[src/rtl/sidfr_pkg.sv]
`timescale 1ns / 1ps

package sidfr_pkg;

    // Frame constants
    localparam logic [7:0] SYNC_BYTE = 8'hFF;
    localparam logic [8:0] SUM_MOD   = 9'd255;

    // Token queue between parser and checksum stage (depth must be a power of two)
    localparam int QUEUE_DEPTH = 2;
    localparam int QPTR_W      = $clog2(QUEUE_DEPTH);
    localparam int QCNT_W      = $clog2(QUEUE_DEPTH + 1);

    // Config register indexes
    localparam logic CFG_OWN_ID  = 1'b0;
    localparam logic CFG_PEER_ID = 1'b1;

    typedef enum logic [2:0] {
        PH_SYNC_A,
        PH_SYNC_B,
        PH_SENDER,
        PH_RECEIVER,
        PH_LEN_HI,
        PH_LEN_LO,
        PH_PAYLOAD,
        PH_CHECK
    } phase_t;

    // What the back end does with a byte
    typedef enum logic [2:0] {
        K_IDLE,       // outside a frame, no sum update
        K_START,      // first sync byte, sum restarts
        K_ADD,        // header byte, added to sum
        K_PAY,        // payload byte
        K_PAY_LAST,   // last payload byte, sum reduced mod 255
        K_CHECK,      // checksum byte
        K_ERR_SND,    // sender id mismatch
        K_ERR_RCV     // receiver id mismatch
    } kind_t;

    typedef enum logic [1:0] {
        ERR_NONE,
        ERR_SENDER,
        ERR_RECEIVER,
        ERR_CHECKSUM
    } err_t;

    typedef struct packed {
        kind_t       kind;
        logic [7:0]  data;
        logic [15:0] length;
    } tok_t;

    typedef struct packed {
        logic        payload_valid;
        logic [7:0]  payload_byte;
        logic        payload_last;
        logic        frame_good;
        err_t        error_code;
        logic [15:0] frame_length;
    } res_t;

endpackage

[src/rtl/sync_id_length_frame_receiver_core.sv]
`timescale 1ns / 1ps

// Channel  | Dir | Handshake          | Payload
// ---------+-----+--------------------+--------------------------------------------------
// s_       | in  | s_valid / s_ready  | s_rx_byte[7:0]
// m_       | out | m_valid / m_ready  | m_payload_valid, m_payload_byte[7:0],
//          |     |                    | m_payload_last, m_frame_good, m_error_code[1:0],
//          |     |                    | m_frame_length[15:0]
// cfg_     | in  | cfg_we (no stall)  | cfg_index[0], cfg_wdata[7:0]
//
// One beat in, one beat out; sustains one byte per cycle while m_ready stays high.
// Each accepted beat's token is written into the queue on the accepting edge, and the
// output register loads it from the queue once the result channel can take it.
// The parser FSM updates its state on the accepting edge; a two-entry token queue
// decouples it from the checksum stage, so either side stalls on its own.
// aresetn is synchronous, active low; clears parser state, queue, sum and m_valid.
// Config registers reset to zero; the user must write them only while the block is idle (not enforced).

module sync_id_length_frame_receiver_core import sidfr_pkg::*; (
    input  logic        aclk,
    input  logic        aresetn,
    // input byte channel
    input  logic        s_valid,
    output logic        s_ready,
    input  logic [7:0]  s_rx_byte,
    // result channel
    output logic        m_valid,
    input  logic        m_ready,
    output logic        m_payload_valid,
    output logic [7:0]  m_payload_byte,
    output logic        m_payload_last,
    output logic        m_frame_good,
    output logic [1:0]  m_error_code,
    output logic [15:0] m_frame_length,
    // config write port
    input  logic        cfg_we,
    input  logic        cfg_index,
    input  logic [7:0]  cfg_wdata
);

    logic [7:0] own_id_reg;
    logic [7:0] peer_id_reg;

    // front -> queue
    logic tok_valid, tok_ready;
    tok_t tok;

    // queue -> back
    logic q_valid, q_ready;
    tok_t q_tok;

    res_t res;

    // Config registers: own id checked against the receiver id byte,
    // peer id against the sender id byte.
    always_ff @(posedge aclk) begin
        if (!aresetn) begin
            own_id_reg  <= 8'd0;
            peer_id_reg <= 8'd0;
        end else if (cfg_we) begin
            unique case (cfg_index)
                CFG_OWN_ID:  own_id_reg  <= cfg_wdata;
                CFG_PEER_ID: peer_id_reg <= cfg_wdata;
                default: begin
                end
            endcase
        end
    end

    // Parser: sync hunt, id checks, length and payload count; tags each byte.
    sidfr_front u_front (
        .aclk      (aclk),
        .aresetn   (aresetn),
        .s_valid   (s_valid),
        .s_ready   (s_ready),
        .rx_byte   (s_rx_byte),
        .own_id    (own_id_reg),
        .peer_id   (peer_id_reg),
        .tok_valid (tok_valid),
        .tok_ready (tok_ready),
        .tok       (tok)
    );

    // Short token queue so the parser keeps taking beats while m_ stalls, until the queue is full.
    sidfr_queue u_queue (
        .aclk      (aclk),
        .aresetn   (aresetn),
        .in_valid  (tok_valid),
        .in_ready  (tok_ready),
        .in_tok    (tok),
        .out_valid (q_valid),
        .out_ready (q_ready),
        .out_tok   (q_tok)
    );

    // Checksum accumulation, mod-255 reduction and result formatting.
    sidfr_back u_back (
        .aclk    (aclk),
        .aresetn (aresetn),
        .q_valid (q_valid),
        .q_ready (q_ready),
        .q_tok   (q_tok),
        .m_valid (m_valid),
        .m_ready (m_ready),
        .m_res   (res)
    );

    assign m_payload_valid = res.payload_valid;
    assign m_payload_byte  = res.payload_byte;
    assign m_payload_last  = res.payload_last;
    assign m_frame_good    = res.frame_good;
    assign m_error_code    = res.error_code;
    assign m_frame_length  = res.frame_length;

endmodule

[src/rtl/sidfr_front.sv]
`timescale 1ns / 1ps

module sidfr_front import sidfr_pkg::*; (
    input  logic       aclk,
    input  logic       aresetn,
    input  logic       s_valid,
    output logic       s_ready,
    input  logic [7:0] rx_byte,
    input  logic [7:0] own_id,
    input  logic [7:0] peer_id,
    output logic       tok_valid,
    input  logic       tok_ready,
    output tok_t       tok
);

    phase_t      phase_reg,  phase_next;
    logic [15:0] length_reg, length_next;
    logic [15:0] count_reg,  count_next;
    logic [15:0] count_inc;
    logic        accept;
    logic        at_last;

    assign s_ready   = tok_ready;
    assign tok_valid = s_valid;
    assign accept    = s_valid && tok_ready;
    assign count_inc = count_reg + 16'd1;
    assign at_last   = (count_inc >= length_reg);

    // next state
    always_comb begin
        phase_next  = phase_reg;
        length_next = length_reg;
        count_next  = count_reg;
        if (accept) begin
            unique case (phase_reg)
                PH_SYNC_A: begin
                    if (rx_byte == SYNC_BYTE) begin
                        phase_next  = PH_SYNC_B;
                        length_next = 16'd0;
                        count_next  = 16'd0;
                    end
                end
                PH_SYNC_B: begin
                    phase_next = (rx_byte == SYNC_BYTE) ? PH_SENDER : PH_SYNC_A;
                end
                PH_SENDER: begin
                    phase_next = (rx_byte == peer_id) ? PH_RECEIVER : PH_SYNC_A;
                end
                PH_RECEIVER: begin
                    phase_next = (rx_byte == own_id) ? PH_LEN_HI : PH_SYNC_A;
                end
                PH_LEN_HI: begin
                    length_next = {rx_byte, 8'h00};
                    phase_next  = PH_LEN_LO;
                end
                PH_LEN_LO: begin
                    length_next = {length_reg[15:8], rx_byte};
                    phase_next  = PH_PAYLOAD;
                end
                PH_PAYLOAD: begin
                    count_next = count_inc;
                    if (at_last) begin
                        phase_next = PH_CHECK;
                    end
                end
                PH_CHECK: begin
                    phase_next = PH_SYNC_A;
                end
                default: begin
                    phase_next = PH_SYNC_A;
                end
            endcase
        end
    end

    // classify the byte for the back end
    always_comb begin
        tok.kind   = K_IDLE;
        tok.data   = rx_byte;
        tok.length = length_reg;
        unique case (phase_reg)
            PH_SYNC_A:   tok.kind = (rx_byte == SYNC_BYTE) ? K_START : K_IDLE;
            PH_SYNC_B:   tok.kind = (rx_byte == SYNC_BYTE) ? K_ADD : K_IDLE;
            PH_SENDER:   tok.kind = (rx_byte == peer_id) ? K_ADD : K_ERR_SND;
            PH_RECEIVER: tok.kind = (rx_byte == own_id) ? K_ADD : K_ERR_RCV;
            PH_LEN_HI:   tok.kind = K_ADD;
            PH_LEN_LO:   tok.kind = K_ADD;
            PH_PAYLOAD:  tok.kind = at_last ? K_PAY_LAST : K_PAY;
            PH_CHECK:    tok.kind = K_CHECK;
            default:     tok.kind = K_IDLE;
        endcase
    end

    always_ff @(posedge aclk) begin
        if (!aresetn) begin
            phase_reg  <= PH_SYNC_A;
            length_reg <= 16'd0;
            count_reg  <= 16'd0;
        end else begin
            phase_reg  <= phase_next;
            length_reg <= length_next;
            count_reg  <= count_next;
        end
    end

`ifndef SYNTH
    // checksum phase is only entered from the payload
    a_check_after_payload: assert property (@(posedge aclk) disable iff (!aresetn)
        (phase_reg == PH_CHECK) && ($past(phase_reg) != PH_CHECK)
        |-> $past(phase_reg) == PH_PAYLOAD)
        else $error("check phase not entered from payload");

    // payload count never passes the declared length while in payload
    a_count_bound: assert property (@(posedge aclk) disable iff (!aresetn)
        (phase_reg == PH_PAYLOAD) && (length_reg != 16'd0) |-> count_reg < length_reg)
        else $error("payload count overran declared length");
`endif

endmodule

[src/rtl/sidfr_queue.sv]
`timescale 1ns / 1ps

module sidfr_queue import sidfr_pkg::*; (
    input  logic aclk,
    input  logic aresetn,
    input  logic in_valid,
    output logic in_ready,
    input  tok_t in_tok,
    output logic out_valid,
    input  logic out_ready,
    output tok_t out_tok
);

    tok_t              mem [QUEUE_DEPTH];
    logic [QPTR_W-1:0] wr_ptr_reg, rd_ptr_reg;
    logic [QCNT_W-1:0] count_reg;
    logic              push, pop;

    assign in_ready  = (count_reg != QCNT_W'(QUEUE_DEPTH));
    assign out_valid = (count_reg != '0);
    assign push      = in_valid && in_ready;
    assign pop       = out_valid && out_ready;
    assign out_tok   = mem[rd_ptr_reg];

    always_ff @(posedge aclk) begin
        if (push) begin
            mem[wr_ptr_reg] <= in_tok;
        end
    end

    always_ff @(posedge aclk) begin
        if (!aresetn) begin
            wr_ptr_reg <= '0;
            rd_ptr_reg <= '0;
            count_reg  <= '0;
        end else begin
            if (push) begin
                wr_ptr_reg <= wr_ptr_reg + QPTR_W'(1);
            end
            if (pop) begin
                rd_ptr_reg <= rd_ptr_reg + QPTR_W'(1);
            end
            if (push && !pop) begin
                count_reg <= count_reg + QCNT_W'(1);
            end else if (pop && !push) begin
                count_reg <= count_reg - QCNT_W'(1);
            end
        end
    end

`ifndef SYNTH
    a_count_range: assert property (@(posedge aclk) disable iff (!aresetn)
        count_reg <= QCNT_W'(QUEUE_DEPTH))
        else $error("queue count out of range");
`endif

endmodule

[src/rtl/sidfr_back.sv]
`timescale 1ns / 1ps

module sidfr_back import sidfr_pkg::*; (
    input  logic aclk,
    input  logic aresetn,
    input  logic q_valid,
    output logic q_ready,
    input  tok_t q_tok,
    output logic m_valid,
    input  logic m_ready,
    output res_t m_res
);

    logic        m_valid_reg;
    res_t        res_reg, res_next;
    logic [15:0] sum_reg, sum_next;
    logic [15:0] sum_add;
    logic [8:0]  fold_s, fold_r1, fold_r2;

    assign q_ready = !m_valid_reg || m_ready;
    assign m_valid = m_valid_reg;
    assign m_res   = res_reg;

    // 16-bit sum mod 255: 256 == 1 (mod 255), so fold high byte onto low
    always_comb begin
        sum_add = sum_reg + {8'h00, q_tok.data};
        fold_s  = {1'b0, sum_add[15:8]} + {1'b0, sum_add[7:0]};
        fold_r1 = (fold_s >= SUM_MOD) ? fold_s - SUM_MOD : fold_s;
        fold_r2 = (fold_r1 >= SUM_MOD) ? fold_r1 - SUM_MOD : fold_r1;
    end

    always_comb begin
        res_next               = '0;
        res_next.error_code    = ERR_NONE;
        sum_next               = sum_reg;
        unique case (q_tok.kind)
            K_IDLE: begin
            end
            K_START: begin
                sum_next = {8'h00, SYNC_BYTE};
            end
            K_ADD: begin
                sum_next = sum_add;
            end
            K_PAY: begin
                sum_next               = sum_add;
                res_next.payload_valid = 1'b1;
                res_next.payload_byte  = q_tok.data;
            end
            K_PAY_LAST: begin
                sum_next               = {8'h00, fold_r2[7:0]};
                res_next.payload_valid = 1'b1;
                res_next.payload_byte  = q_tok.data;
                res_next.payload_last  = 1'b1;
            end
            K_CHECK: begin
                res_next.frame_length = q_tok.length;
                if (q_tok.data == sum_reg[7:0]) begin
                    res_next.frame_good = 1'b1;
                    sum_next            = 16'd0;
                end else begin
                    res_next.error_code = ERR_CHECKSUM;
                end
            end
            K_ERR_SND: begin
                res_next.error_code = ERR_SENDER;
            end
            K_ERR_RCV: begin
                res_next.error_code = ERR_RECEIVER;
            end
            default: begin
            end
        endcase
    end

    always_ff @(posedge aclk) begin
        if (!aresetn) begin
            m_valid_reg <= 1'b0;
            sum_reg     <= 16'd0;
        end else if (q_ready) begin
            m_valid_reg <= q_valid;
            if (q_valid) begin
                sum_reg <= sum_next;
            end
        end
    end

    always_ff @(posedge aclk) begin
        if (q_ready && q_valid) begin
            res_reg <= res_next;
        end
    end

`ifndef SYNTH
    a_good_no_error: assert property (@(posedge aclk) disable iff (!aresetn)
        m_valid_reg && res_reg.frame_good |-> res_reg.error_code == ERR_NONE)
        else $error("good frame flagged with error");

    a_last_is_payload: assert property (@(posedge aclk) disable iff (!aresetn)
        m_valid_reg && res_reg.payload_last |-> res_reg.payload_valid)
        else $error("last flag without payload");
`endif

endmodule
[config.mk]
export PLATFORM = sky130hd
export DESIGN_NAME = sync_id_length_frame_receiver_core
export DESIGN_NICKNAME = d
export VERILOG_FILES = /design/src/rtl/sidfr_pkg.sv /design/src/rtl/sync_id_length_frame_receiver_core.sv /design/src/rtl/sidfr_front.sv /design/src/rtl/sidfr_queue.sv /design/src/rtl/sidfr_back.sv
export SDC_FILE = /design/constraint.sdc
export NUM_CORES = 1
export LEC_CHECK = 0
export BUFFER_PORTS_ARGS = -buffer_cell sky130_fd_sc_hd__buf_2
export CELL_PAD_IN_SITES_DETAIL_PLACEMENT = 0
export CELL_PAD_IN_SITES_GLOBAL_PLACEMENT = 1
export CORE_MARGIN = 1.5
export CORE_UTILIZATION = 44
export CTS_CLUSTER_SIZE = 8
export DETAILED_ROUTE_END_ITERATION = 8
export GPL_ROUTABILITY_DRIVEN = 1
export PLACE_DENSITY_LB_ADDON = 0.1
export SYNTH_ARGS = -nofsm -noshare
export SYNTH_HDL_FRONTEND = slang
export SYNTH_HIERARCHICAL = 1
export SYNTH_SLANG_ARGS = --single-unit
[constraint.sdc]
create_clock -name aclk -period 6.6 [get_ports aclk]
set_input_delay 0.33 -clock aclk [delete_from_list [all_inputs] [get_ports aclk]]
set_output_delay 0.33 -clock aclk [all_outputs]
set_load 0.05 [all_outputs]
==> out/qor.yml, run 1 <==
grt_pass1_vias: 6747
die-area_um2: 21700
syn_inst: 922
coreArea_um2: 20300
port-buffer-count: 52
cts_tree: "built"
via_per_inst: 5.67
hp-start: "cfg_wdata[5]"
holdBufCountCts: 0
synth.most_common_cell: "nand2_1"
worst_pin_slew_ns: 1.14
fin_util_pct: 51.6
cts-buffers-inserted: 17
ant_nets: 0
min_period_ns: 6.34
syn_avg_cell_area_um2: 9.94
cts_root_buf: "clkbuf_16"
synth_nets: 985
cp_data_required_time_ns: 6.92
io_pins: 53
largest_reg_flops: 54
netlist.area_leader.share_pct: 27.2
hold_end: "own_id_reg[5]"
firstDrtPassIters: 5
synth_cell_type_count: 103
cap_violations: 0
holdWs_ns: 0.173
cpMaxStageDelayCell: "fa_2"
synth_seq_cells: 156
synth_warnings: 6
synth_ff_type: "edfxtp_1"
critPathKind: "reg -> reg"
dr.first_iter.drc_count: 530
antenna_found_initial: 0
grt_max_degree: 60
crit_fanout: 5
die-width_um: 147
synth_edf_count: 83
p_leak_nw: 4.05
finalWirelength_mm: 23.2
final_cells: 1257
cp-start-kind: "flip-flop"
synth_area_leader_cell: "edfxtp_1"
dpl.hpwl_mm: 17.1
clk_latency_ns: 0.43
antenna_cells: 0
clk_pin_slew_ns: 0.07
initial_core_util_pct: 45.1
yosys-top-cells-area: "edfxtp_1, dfxtp_1, ha_1, nand2_1, mux2_2"
fmax_mhz: 158
vdd_drop_max_uv: 188
hold_violations: 0
ff2ff_path_depth: 32
power_mw: 4.91
cp.arrival_ns: 6.66
fp.dieH_um: 147
synthToLayoutAreaGrowth_pct: 14.2
regMostFlops: "u_queue/mem"
clock_sinks: 156
maxSlewHeadroom_pct: 24.0
drc_errors: 0
grt_pass1_wl_mm: 36.4
wl_per_cell_um: 18.4
drive_above_1_share_pct: 22.4
rsz0062_at_grt: "yes"
placed_cells: 1219
place_congestion: 0.958
ys_seq_area_share_pct: 43.1
critPathMaxStageDelay_ns: 0.38
hp-class: "in -> reg"
num_vias: 7129
status: "finished, final reports clean"
final-setup-viol-count: 0
grt_overflow: 0
reg2reg_to: "u_back/sum_reg[4]"
grt_usage_pct: 21.5
htreeDepth: 4
syn-cell-area_um2: 9160
setup.worst_path.end_class: "flip-flop"
netlist_top_cells_count: "nand2_1, edfxtp_1, dfxtp_1"
clockBufferDepth: 2
maxSlewViolCount: 0
finalCritPeriodShare_pct: 96.0
skew_ns: 0.0104
async_flop_share_pct: 0
ff2ff_setup_slack_ns: 0.26
nets: 1037
num_rows: 52
power.density_nw_per_um2: 469
hold_depth: 3
[worst max path at each step]
| stage | from | to | depth (start not counted) |
|---|---|---|---|
| global route | flip-flop | u_back/sum_reg[2] | 35 |
| floorplan | flip-flop | u_back/sum_reg[2] | 40 |
| detailed placement | flip-flop | u_back/sum_reg[2] | 31 |
| finish | flip-flop | u_back/sum_reg[4] | 32 |
| global placement | flip-flop | u_back/sum_reg[2] | 31 |
| CTS | flip-flop | u_back/sum_reg[2] | 33 |
[power breakdown]
group | total (mW) | leakage [nW] | switching [mW] | internal, mW
clock | 0.943 | 0.280 | 0.442 | 0.502
sequential | 1.29 | 1.40 | 0.0683 | 1.22
combinational | 2.68 | 2.38 | 1.71 | 0.974
[per-stage QoR]
step	cell area, um2	setup TNS [ns]	setup slack, ns
finish	10500	0	0.262
global route	10500	-0.233	-0.118
CTS	10300	0	0.00730
detailed placement	9690	-0.0757	-0.0733
global placement	9690	0	0.111
floorplan	9210	0	0.00445
[final cells by class]
class                           count  area (um2)
Sequential cell                   156        3960
Tap cell                          270         338
Clock buffer                       17         425
Timing Repair Buffer               81         482
Fill cell                        1879        9830
Inverter                           37         139
Clock inverter                     15         149
Multi-Input combinational cell    681        4980
[cell families (layout without fill, tap and decap cells)]
| group | count (synthesis) | after routing | synth area share (%) |
|---|---|---|---|
| AOI/OAI and AO/OA | 213 | 213 | 16.4 |
| xor gates and xnor gates | 52 | 52 | 5.17 |
| adders and majority gates | 41 | 41 | 5.68 |
| buffers and inverters | 85 | 150 | 4.49 |
| DFF | 156 | 156 | 43.1 |
| muxes | 48 | 48 | 5.64 |
| and+or+nand+nor | 327 | 327 | 19.4 |
[placed cells by master (no fill, tap or decap), drive strengths merged, types with 5 or more instances in the layout]
master,n
nor3,26
nand3,27
clkinv,7
and3,28
nand4,10
edfxtp,83
nor2b,12
xor2,28
a21boi,6
a211o,5
dfxtp,73
clkbuf,17
nor4,10
inv,44
nand2b,8
a21oi,56
nor2,54
o2111ai,9
and2,22
a21o,11
or3,9
o21ai,45
a22oi,8
ha,40
buf,81
a211oi,9
mux2,29
nand2,99
o21a,7
nor3b,8
o22ai,5
a31oi,7
xnor2,24
mux2i,19
[routing by layer]
layer  GRT usage [%]  wire length (um)  vias to the layer above  share of wire [%]
met3            3.76               930                       18                4.0
li1                -                 -                     3496                  -
met2            35.9             11300                      175                 49
met5               0                 0                        -                  0
met4            5.90               306                        0                1.3
met1            28.7             10600                     3440                 46
[what timing repair did]
item	CTS	global route
resized for setup	1	32
pin swaps	1	21
setup buffers	2	4
cloned	0	0
endpoints found under the setup margin	3	8
[critical path: cells and delay by family, from the launching register on]
kind / cells / cell delay [ns]
AOI/OAI and AO/OA: 13 / 2.38
xor gates and xnor gates: 2 / 0.28
adders and majority gates: 5 / 1.20
buffers and inverters: 2 / 0.19
DFF: 1 / 0.36
muxes: 1 / 0.22
and+or+nand+nor: 9 / 1.58
Note: power is estimated with default switching activity, not from simulation.
==> run 2: changes to the inputs <==
Settings changed: CORE_MARGIN 1.5 to 3.
==> run 2 against run 1 <==
- register-to-register slack improved by 0.08 ns
- clock power increased by 0.7%
- hold slack improved by 0.0051 ns
- power decreased by 1.1%
- first-iteration DRC count decreased by 18%
- sequential power about the same
- count of clock-buffer cells in the layout unchanged
- highest routed layer unchanged
- utilization decreased by 0.59 points
- sequential cell count unchanged
- global-route usage decreased by 0.69 points
==> out/qor.yml, run 2 (synthesis results as in run 1) <==
io_pins: 53  # unchanged
dr.first_iter.drc_count: 433  # -18%
cap_violations: 0  # unchanged
clk_pin_slew_ns: 0.07  # about the same
fin_ws_ns: 0.340  # +0.0778 ns
cp-start-kind: "flip-flop"
holdBufCountCts: 0  # unchanged
setup.worst_path.end_class: "flip-flop"
cp.arrival_ns: 6.58  # -0.08 ns
power.density_nw_per_um2: 468  # -0.29%
grt_usage_pct: 20.8  # -0.69 points
cts-buffers-inserted: 17  # unchanged
min_period_ns: 6.26  # -0.0778 ns
grt_overflow: 0  # unchanged
crit_fanout: 5  # unchanged
antenna_cells: 0  # unchanged
multi_input_area_um2: 4920  # -1.2%
regMostFlops: "u_queue/mem"
final-setup-viol-count: 0  # unchanged
port-buffer-count: 52  # unchanged
via_per_inst: 5.67  # about the same
hold_depth: 3  # unchanged
num_rows: 52  # unchanged
num_vias: 7113  # -0.22%
die-width_um: 150  # +2.0%
path_buf_inv: 2  # unchanged
p_leak_nw: 4.03  # -0.72%
critPathMaxStageDelay_ns: 0.35  # -0.03 ns
cp_top_family: "compound AO/OA/AOI/OAI gates"
coreArea_um2: 20400  # +0.32%
largest_reg_flops: 54  # unchanged
finalCritPeriodShare_pct: 94.9  # -1.2 points
cts_tree: "built"
fill_cells: 1851  # -1.5%
path_depth: 35  # +9.4%
maxSlewHeadroom_pct: 27.9  # +3.9 points
clk_latency_ns: 0.43  # about the same
cts_root_buf: "clkbuf_16"
fp.dieH_um: 150  # +2.0%
maxSlewViolCount: 0  # unchanged
die-area_um2: 22600  # +4.1%
wl_per_cell_um: 18.6  # +0.78%
layout_common_cells: "nand2_1, edfxtp_1, dfxtp_1"
htreeDepth: 4  # unchanged
antenna_found_initial: 0  # unchanged
grt_max_degree: 34  # -43%
grt_pass1_wl_mm: 36.8  # +1.0%
critPathKind: "reg -> reg"
place_congestion: 0.893  # -6.8%
cpMaxStageDelayCell: "fa_2"
hp-class: "in -> reg"
vdd_drop_max_uv: 236  # +26%
status: "finished, final reports clean"
hold_violations: 0  # unchanged
cp_data_required_time_ns: 6.91  # about the same
preCtsSetupSlack_ns: 0.0598  # +0.133 ns
initial_core_util_pct: 45.0  # -0.14 points
layout_commonest_cell: "nand2_1"
seqCellArea_um2: 3960  # about the same
finalWirelength_mm: 23.3  # +0.54%
clockBufferDepth: 2  # unchanged
fmax_mhz: 160  # +1.2%
firstDrtPassIters: 5  # unchanged
skew_ns: 0.0117  # +0.00135 ns
synthToLayoutAreaGrowth_pct: 13.3
drive_above_1_share_pct: 21.3  # -1.0 points
ff2ff_path_depth: 35  # +9.4%
crit_top_cell: "o21ai_2"
nets: 1034  # -0.29%
ant_nets: 0  # unchanged
dpl.hpwl_mm: 17.4  # +1.5%
setup_tns_ns: 0  # unchanged
worst_pin_slew_ns: 1.08  # -0.0582 ns
grt_pass1_vias: 6921  # +2.6%
clock_sinks: 156  # unchanged
drc_errors: 0  # unchanged
[run 2: path summary, 6_finish.rpt]
path | start | to | slack, ns
max | flip-flop | u_back/sum_reg[2] | 0.34
min reg2reg | peer_id_reg[0] | peer_id_reg[0] | 0.47
min | cfg_wdata[5] | own_id_reg[5] | 0.18
max reg2reg | flip-flop | u_back/sum_reg[2] | 0.34
[run 2: layer usage]
layer	global-route usage [%]	share of wire, %	vias to the layer above	wire length (um)
li1	-	-	3483	-
met1	25.0	43	3443	10000
met2	37.2	51	156	11900
met3	3.64	3.4	31	801
met4	7.69	2.4	0	548
met5	0	0	-	0
[run 2: through the flow]
stage	hold slack (ns)	util [%]	std cells	area, um2	power [mW]
5_1_grt	0.174	51.0	1254	10400	5.15
4_1_cts	0.154	50.5	1253	10300	4.81
3_5_place_dp	0.464	47.7	1221	9710	3.83
6_report	0.178	51.0	1254	10400	4.86
3_3_place_gp	0.455	47.7	1221	9710	3.85
2_1_floorplan	0.446	-	922	9210	3.12
[run 2: timing repair]
| action | in CTS | in global routing |
|---|---|---|
| endpoints found under the setup margin | 0 | 8 |
| gates resized for setup | 0 | 21 |
| buffers inserted | 0 | 1 |
[run 2: power by group]
group          internal [mW]  switching, mW  total [mW]  leakage, nW
Combinational          0.910           1.70        2.61         2.36
Clock                  0.530          0.420       0.950        0.274
Sequential              1.22         0.0772        1.30         1.40
Total                   2.66           2.20        4.86         4.03
[run 2: final cells by class]
class / instances / share of cell area [%]
Inverter: 37 / 1.34
Tap cell: 270 / 3.25
Timing Repair Buffer: 78 / 4.42
Sequential cell: 156 / 38.1
Clock buffer: 17 / 4.10
Multi-Input combinational cell: 681 / 47.4
Clock inverter: 15 / 1.43
[run 2: tightest hold or removal path: stages]
cell	delay, ns
buf_2	0.10
nand2_1	0.07
mux2i_1	0.06
==> run 3: changes to the inputs <==
Settings changed: CORE_UTILIZATION 44 to 35.
==> run 3 against run 2 <==
- routed wire length grew 6.4%
- maximum frequency increased by 0.33%
- sequential share of layout area fell by 0.60 points
- hold slack got worse by 0.0082 ns
- clock skew grew 0.0034 ns
- global-route usage decreased by 3.2 points
- critical path depth unchanged
- register-to-register slack gained 0.02 ns
- critical path type unchanged
- power is 2.8% higher
- sequential power barely moved
- clock power grew 6%
- combinational power increased by 3%
==> out/qor.yml, run 3 (synthesis results as in run 1) <==
status: "finished, final reports clean"
fp.dieH_um: 168  # +12%
dr.first_iter.drc_count: 338  # -22%
cts_root_buf: "clkbuf_16"
cts_tree: "built"
io_pins: 53  # unchanged
clockBufferDepth: 2  # unchanged
place_congestion: 0.856  # -4.2%
finalCritPeriodShare_pct: 94.5  # -0.31 points
grtUsageMet3_pct: 3.05  # -0.59 points
antenna_cells: 0  # unchanged
largest_reg_flops: 54  # unchanged
via_per_inst: 5.32  # -6.2%
clk_pin_slew_ns: 0.07  # about the same
hp-class: "in -> reg"
vdd_drop_max_uv: 256  # +8.7%
setup.worst_path.end_class: "flip-flop"
clock_sinks: 156  # unchanged
fmax_mhz: 160  # +0.33%
cp_top_family: "compound AO/OA/AOI/OAI gates"
wl_per_cell_um: 18.8  # +1.2%
cpMaxStageDelayCell: "fa_2"
grt-busiest-layer: "met2"
final-setup-viol-count: 0  # unchanged
antenna_found_initial: 1  # +1
synthToLayoutAreaGrowth_pct: 15.1
power.density_nw_per_um2: 474  # +1.2%
grt_max_degree: 61  # +79%
grt_pass1_vias: 7085  # +2.4%
grt_usage_pct: 17.6  # -3.2 points
final_cells: 1318  # +5.1%
cts-buffers-inserted: 17  # unchanged
placed_cells: 1283  # +5.1%
fill_cells: 2517  # +36%
htreeDepth: 4  # unchanged
num_vias: 7015  # -1.4%
holdWs_ns: 0.170  # -0.00819 ns
port-buffer-count: 52  # unchanged
critPathMaxStageDelay_ns: 0.39  # +0.04 ns
drive_above_1_share_pct: 21.9  # +0.52 points
grtUsageMet1_pct: 23.1  # -1.9 points
cap_violations: 0  # unchanged
maxSlewViolCount: 0  # unchanged
hold_violations: 0  # unchanged
initial_core_util_pct: 36.0  # -9.0 points
die-width_um: 168  # +12%
cp.arrival_ns: 6.55  # -0.03 ns
firstDrtPassIters: 5  # unchanged
cp-start-kind: "flip-flop"
num_rows: 58  # +12%
grt_pass1_wl_mm: 39.2  # +6.5%
min_period_ns: 6.24  # -0.0206 ns
layout_commonest_cell: "nand2_1"
crit_fanout: 5  # unchanged
regMostFlops: "u_queue/mem"
worst_pin_slew_ns: 1.15  # +0.0692 ns
ant_nets: 0  # unchanged
die-area_um2: 28200  # +25%
coreArea_um2: 25500  # +25%
grt_overflow: 0  # unchanged
maxSlewHeadroom_pct: 23.4  # -4.6 points
power_mw: 5.00  # +2.8%
drc_errors: 0  # unchanged
clk_latency_ns: 0.43  # about the same
dpl.hpwl_mm: 18.3  # +5.4%
crit_top_cell: "o21ai_1"
cp_data_required_time_ns: 6.91  # about the same
grt_use_met2_pct: 29.9  # -7.3 points
nets: 1038  # +0.39%
p_leak_nw: 4.08  # +1.3%
path_buf_inv: 2  # unchanged
critPathKind: "reg -> reg"
layout_common_cells: "nand2_1, edfxtp_1, dfxtp_1"
finalWirelength_mm: 24.8  # +6.4%
skew_ns: 0.0152  # +0.00342 ns
run 3: worst paths after layout:
check	start	endpoint	slack, ns	cells after the start
worst max-delay path	flip-flop	u_back/sum_reg[2]	0.36	35
worst min-delay path	cfg_wdata[7]	own_id_reg[7]	0.17	3
worst max register to register	flip-flop	u_back/sum_reg[2]	0.36	35
worst min register to register	peer_id_reg[2]	peer_id_reg[2]	0.47	2
run 3: stage by stage:
| step | instance area, um2 | utilization [%] | worst slack, ns | TNS (ns) |
|---|---|---|---|---|
| floorplan | 9210 | - | 0.00445 | 0 |
| global placement | 9800 | 38.5 | 0.0664 | 0 |
| detailed placement | 9800 | 38.5 | 0.0668 | 0 |
| CTS | 10400 | 40.8 | 0.0492 | 0 |
| global route | 10500 | 41.4 | -0.0241 | -0.0542 |
| finish | 10500 | 41.4 | 0.360 | 0 |
run 3: what timing repair did:
action | in CTS | in global routing
hold buffers | 0 | 0
setup buffers | 0 | 3
gates resized for setup | 0 | 28
endpoints found under the setup margin | 0 | 8
run 3: worst min-delay path, stage by stage:
cell and delay, ns:
buf_2 0.09, nand2_1 0.07, mux2i_1 0.06
run 3: layer usage:
metal / wire [um] / vias up
met5: 0 / -
met4: 455 / 0
met3: 665 / 25
met2: 12100 / 102
met1: 11500 / 3388
li1: - / 3500
run 3: layout make-up:
class	count	area (um2)	area share, %
clock buffer	19	433	4.10
clock inverter	13	164	1.55
inverter	37	139	1.32
multi-input combinational	681	4950	47.0
sequential	156	3960	37.5
tap	330	413	3.92
timing repair buffer	82	489	4.64
run 3: where the power goes:
| group | switching (mW) | internal [mW] |
|---|---|---|
| registers | 0.0632 | 1.22 |
| clock network | 0.415 | 0.599 |
| logic | 1.75 | 0.953 |
